## config.mk

```make
export PLATFORM = sky130hd
export DESIGN_NAME = chps_ram
export DESIGN_NICKNAME = d
export VERILOG_FILES = /design/src/hdl/chps_ram.sv
export SDC_FILE = /design/constraint.sdc
export NUM_CORES = 1
export LEC_CHECK = 0
export BUFFER_PORTS_ARGS = -buffer_cell sky130_fd_sc_hd__buf_2
export CAP_MARGIN = 15
export CORE_ASPECT_RATIO = 0.75
export CORE_MARGIN = 2
export CORE_UTILIZATION = 45
export CTS_BUF_LIST = sky130_fd_sc_hd__clkbuf_4
export DETAILED_ROUTE_END_ITERATION = 16
export GPL_ROUTABILITY_DRIVEN = 0
export HOLD_SLACK_MARGIN = 0.06
export PLACE_DENSITY_LB_ADDON = 0.12
export SLEW_MARGIN = 20
export SYNTH_ARGS = -nofsm -noshare
export SYNTH_HDL_FRONTEND = slang
export SYNTH_SLANG_ARGS = --single-unit
```

## constraint.sdc

```tcl
create_clock -name clk -period 2.2 [get_ports clk]
set_input_delay 0.66 -clock clk [delete_from_list [all_inputs] [get_ports clk]]
set_output_delay 0.66 -clock clk [all_outputs]
set_load 0.01 [all_outputs]
```

## src/hdl/chps_ram.sv

```systemverilog
// Generic single-port-write, registered-read RAM.
`timescale 1ns / 1ps
module chps_ram #(
    parameter int WIDTH = 8,
    parameter int DEPTH = 16
) (
    input  logic                     clk,
    input  logic                     we,
    input  logic [$clog2(DEPTH)-1:0] waddr,
    input  logic [WIDTH-1:0]         wdata,
    input  logic [$clog2(DEPTH)-1:0] raddr,
    output logic [WIDTH-1:0]         rdata
);
    logic [WIDTH-1:0] mem [DEPTH];

    always_ff @(posedge clk)
    begin
        if (we)
        begin
            mem[waddr] <= wdata;
        end
        rdata <= mem[raddr];
    end
endmodule

```

==> Word-level counts from Yosys, hierarchy flattened <==
Memory sizes are Yosys's and may differ from the RTL's. A register that Yosys moved wholly into a read port is not among the register bits.
Index checks and enable logic that the tools add are counted.
{ "op_classes": {"mux": 2} }
{ "ops": {"columns": ["op", "n"], "rows": [
  ["2-to-1 mux 1 bit", 2]
]} }
{ "word_totals": {"ff_bits": 0, "mem_bits_rw": 128, "wordCells": 3, "n_memories": 1} }
{ "memory_table": {"columns": ["memory", "depth", "width", "read_ports", "rd_ports_with_merged_regs", "write_ports", "line", "text"], "rows": [
  ["mem", 16, 8, 1, 1, 1, "14", "logic [WIDTH-1:0] mem [DEPTH];"]
]} }

==> Logic depth before layout (Yosys ltp) <==
{ "depth": {"word_depth": 2, "depth_mapped": 5} }

==> Worst setup path after synthesis <==
OpenSTA, ideal clock, no wires.
{ "synth_path": {"kind": "input-to-reg", "from": "in waddr[2]", "to": "mem mem[0][0] (enable)", "n_path_buf": 0, "stages": 2, "t_arrival_ns": 1.770, "setup_slack_ns": 0.047, "path_cell_list": "or3b_2 nor3_1"} }
{ "synth_lines": {"columns": ["item", "line", "text"], "rows": [
  ["start, declared", "9", "input logic [$clog2(DEPTH)-1:0] waddr,"],
  ["end, declared", "14", null]
]} }
Straight into the memory's write port.

==> Worst setup path in the final report <==
{ "layout_path": {"from": "reg rdata[3], read port of mem", "to": "out rdata[3]"} }
{ "layout_lines": {"columns": ["item", "line", "text"], "rows": [
  ["start, declared", "12", "output logic [WIDTH-1:0] rdata"]
]} }
No word-level cell between the ends.

==> results.yml <==
final_layout:
  post_layout_nonfiller_instances: 441
  multi_input_area_mm2: 0.00106
  layout.area.seq_mm2: 0.00400
  layout_cells_sized_above_1_pct: 32.6
  area_growth_syn_to_layout_pct: 15.8
  fillers: 846
  insertedDiodeCount: 0
  final_area_mm2: 0.00596
  final_net_count: 306
critical_path:
  path_max_fanout: 1
  cp-start-kind: "register"
  cp_data_required_time_ns: 1.54
  worst-r2r-cell-count: 3
  critical_path_buf_inv_count: 1
  setup.worst_path.class: "register to output pin"
  crit_path_top_delay_cell: "sky130_fd_sc_hd__dfxtp_1"
  endpoint_kind: "output pin"
  timing.critical_path.arrival_ns: 1.01
  worst-path-stages: 1
  ordered_list_of_cells_on_the_worst_path: "buf_2"
  worst_path_dominant_cell_family: "flip-flops"
  critPathMaxStageDelay_ns: 0.35
cts:
  cts_max_path_buffers: 2
  tritoncts_clock_tree: "yes"
  number_of_clock_sinks: 136
  clock_tree.htree_level_count: 4
  cts_resized: 0
  hold_buffers: 0
  number_of_buffers_created_by_cts: 17
  cts.repair_timing.setup_buffer_count: 0
  cts.clk_slew.worst_paths_ns: 0.11
  cts_root_buf: "sky130_fd_sc_hd__clkbuf_4"
  clock_latency_ns: 0.52
grt:
  grt_antenna_before_repair: 0
  maximum_number_of_pins_on_one_net_before_global_route_repair: 23
  grt_pass1_vias: 2479
  grt_remaining_overflow: 0
  global_route.usage.total_pct: 17.7
  first_pass_grt_wire_length_mm: 15.3
logic_synthesis:
  yosysMostFrequentCell: "sky130_fd_sc_hd__edfxtp_1"
  synth_cells: 229
  synth_flop_type: "sky130_fd_sc_hd__edfxtp_1"
  yosys_warnings: 0
  synth_sequential_area_ratio_pct: 77.8
  netlist_top_cells_count: "sky130_fd_sc_hd__edfxtp_1 (128), sky130_fd_sc_hd__mux4_2 (18), sky130_fd_sc_hd__a22oi_1 (16)"
  synth_nets: 247
  postSynthRegisterBits: 136
  synth.avg_cell_area_um2: 22.5
  synth-edff-count: 128
  cell_accounting_for_the_most_synthesized_area: "sky130_fd_sc_hd__edfxtp_1"
  postSynth.asyncResetShare_pct: 0
  synthTopCellsByArea: "sky130_fd_sc_hd__edfxtp_1 (75%), sky130_fd_sc_hd__mux4_2 (7.9%), sky130_fd_sc_hd__mux4_1 (7.1%)"
  post_synth_instance_area_mm2: 0.00515
  ys_types: 19
  fraction_of_synthesized_cell_area_taken_by_the_top_area_cell_type_pct: 74.7
drt:
  detail_route.drc_violations: 0
  vias: 2419
  number_of_nets_with_antenna_violations_after_detailed_routing: 0
  totalWireLength_mm: 10.0
  routedWlPerCell_um: 22.7
  drt-vias-per-instance: 5.49
  dr.pass1.iters: 4
  drt_iter0_drc: 198
floorplanning:
  site_row_count: 33
  floorplan.die_area_mm2: 0.0123
  placeableCoreArea_mm2: 0.0110
  ioPinCount: 26
  start_util_pct: 46.7
  die_y_um: 96.6
  die_w_um: 127
timing:
  final-hold-violation-count: 0
  layout_worst_path_cycle_share_pct: 75.8
  worst_pin_slew_ns: 0.440
  timing.setup.tns_ns: 0
  finalWorstPathRequiredPeriod_ns: 1.67
  worst_clock_skew_ns: 0.0135
  rsz_0062_raised_after_global_routing: "false"
  max-slew-margin-rel_pct: 70.7
  setup_viol_count_final: 0
  worst_hold_slack_ns: 0.513
  slew_violations: 0
  max_freq_mhz: 600
place:
  io_buffer_count: 25
  placed_cells: 409
  placement.cell_area_mm2: 0.00560
  place.detailed.hpwl_mm: 6.20
power:
  post-layout-total-power_mw: 5.20
  leakage_nw: 2.04
  peakVddDrop_mv: 0.535
  power_per_cell_area_mw_per_mm2: 872
hold_path:
  hold_path_cell_cnt: 1
  hold_path.class: "input pin to register"
status:
  status: "finished clean"
job:
  cap_violations: 0
[final cells by class]
cell class	instances	area share, %
multi-input combinational	83	17.7
clock buffer	21	2.65
tap	140	2.94
clock inverter	11	3.38
sequential	136	67.2
timing repair buffer	50	6.09
[metal layers]
| metal | up-vias | GRT usage, % | share of wire [%] |
|---|---|---|---|
| met2 | 48 | 25.3 | 46 |
| met5 | - | 0 | 0 |
| met1 | 1266 | 26.3 | 49 |
| met4 | 0 | 5.58 | 0.96 |
| li1 | 1096 | - | - |
| met3 | 9 | 5.37 | 3.3 |
[stage by stage]
step / utilization, % / setup slack (ns)
global route: 54.0 / 0.461
floorplan: - / 0.0471
detailed placement: 50.8 / 0.0409
global placement: 50.8 / 0.0523
finish: 54.0 / 0.533
CTS: 54.0 / 0.464
[placed cells by master, fill, tap and decap left out, drive strengths merged]
master | netlist | layout
nand3 | 1 | 1
nand3b | 2 | 2
nor2b | 1 | 1
a22oi | 16 | 16
bufinv | 0 | 6
or3b | 1 | 1
and2b | 1 | 1
nand2b | 2 | 2
nor3 | 4 | 4
and2 | 1 | 1
mux4 | 32 | 32
buf | 7 | 50
clkbuf | 0 | 21
edfxtp | 128 | 128
clkinv | 0 | 5
nor2 | 13 | 13
dfxtp | 8 | 8
nand2 | 9 | 9
[registers in the layout, indices dropped and copies added, names as in the netlist]
register and count:
mem 128, rdata 8
[worst paths after layout]
check | from | end | slack (ns)
max reg2reg | mem[9][3] | rdata[3] | 0.73
max | rdata[3] | rdata[3] | 0.53
min | wdata[4] | mem[8][4] | 0.51
min reg2reg | mem[4][3] | rdata[3] | 0.68
[cells by family after synthesis]
| kind of cell | Yosys count | synth area share [%] |
|---|---|---|
| flip-flops | 136 | 77.8 |
| multiplexers | 32 | 15.0 |
| AO/OA/AOI/OAI | 16 | 2.33 |
| AND/OR/NAND/NOR | 35 | 3.18 |
| buffers and inverters | 10 | 1.68 |
[report_power, final]
group	switching, mW	internal [mW]	total, mW
Clock	0.835	1.17	2.00
Combinational	0.160	0.128	0.288
Sequential	0.0148	2.89	2.91
Total	1.01	4.19	5.20
No activity file was read; power rests on OpenSTA's default activity.
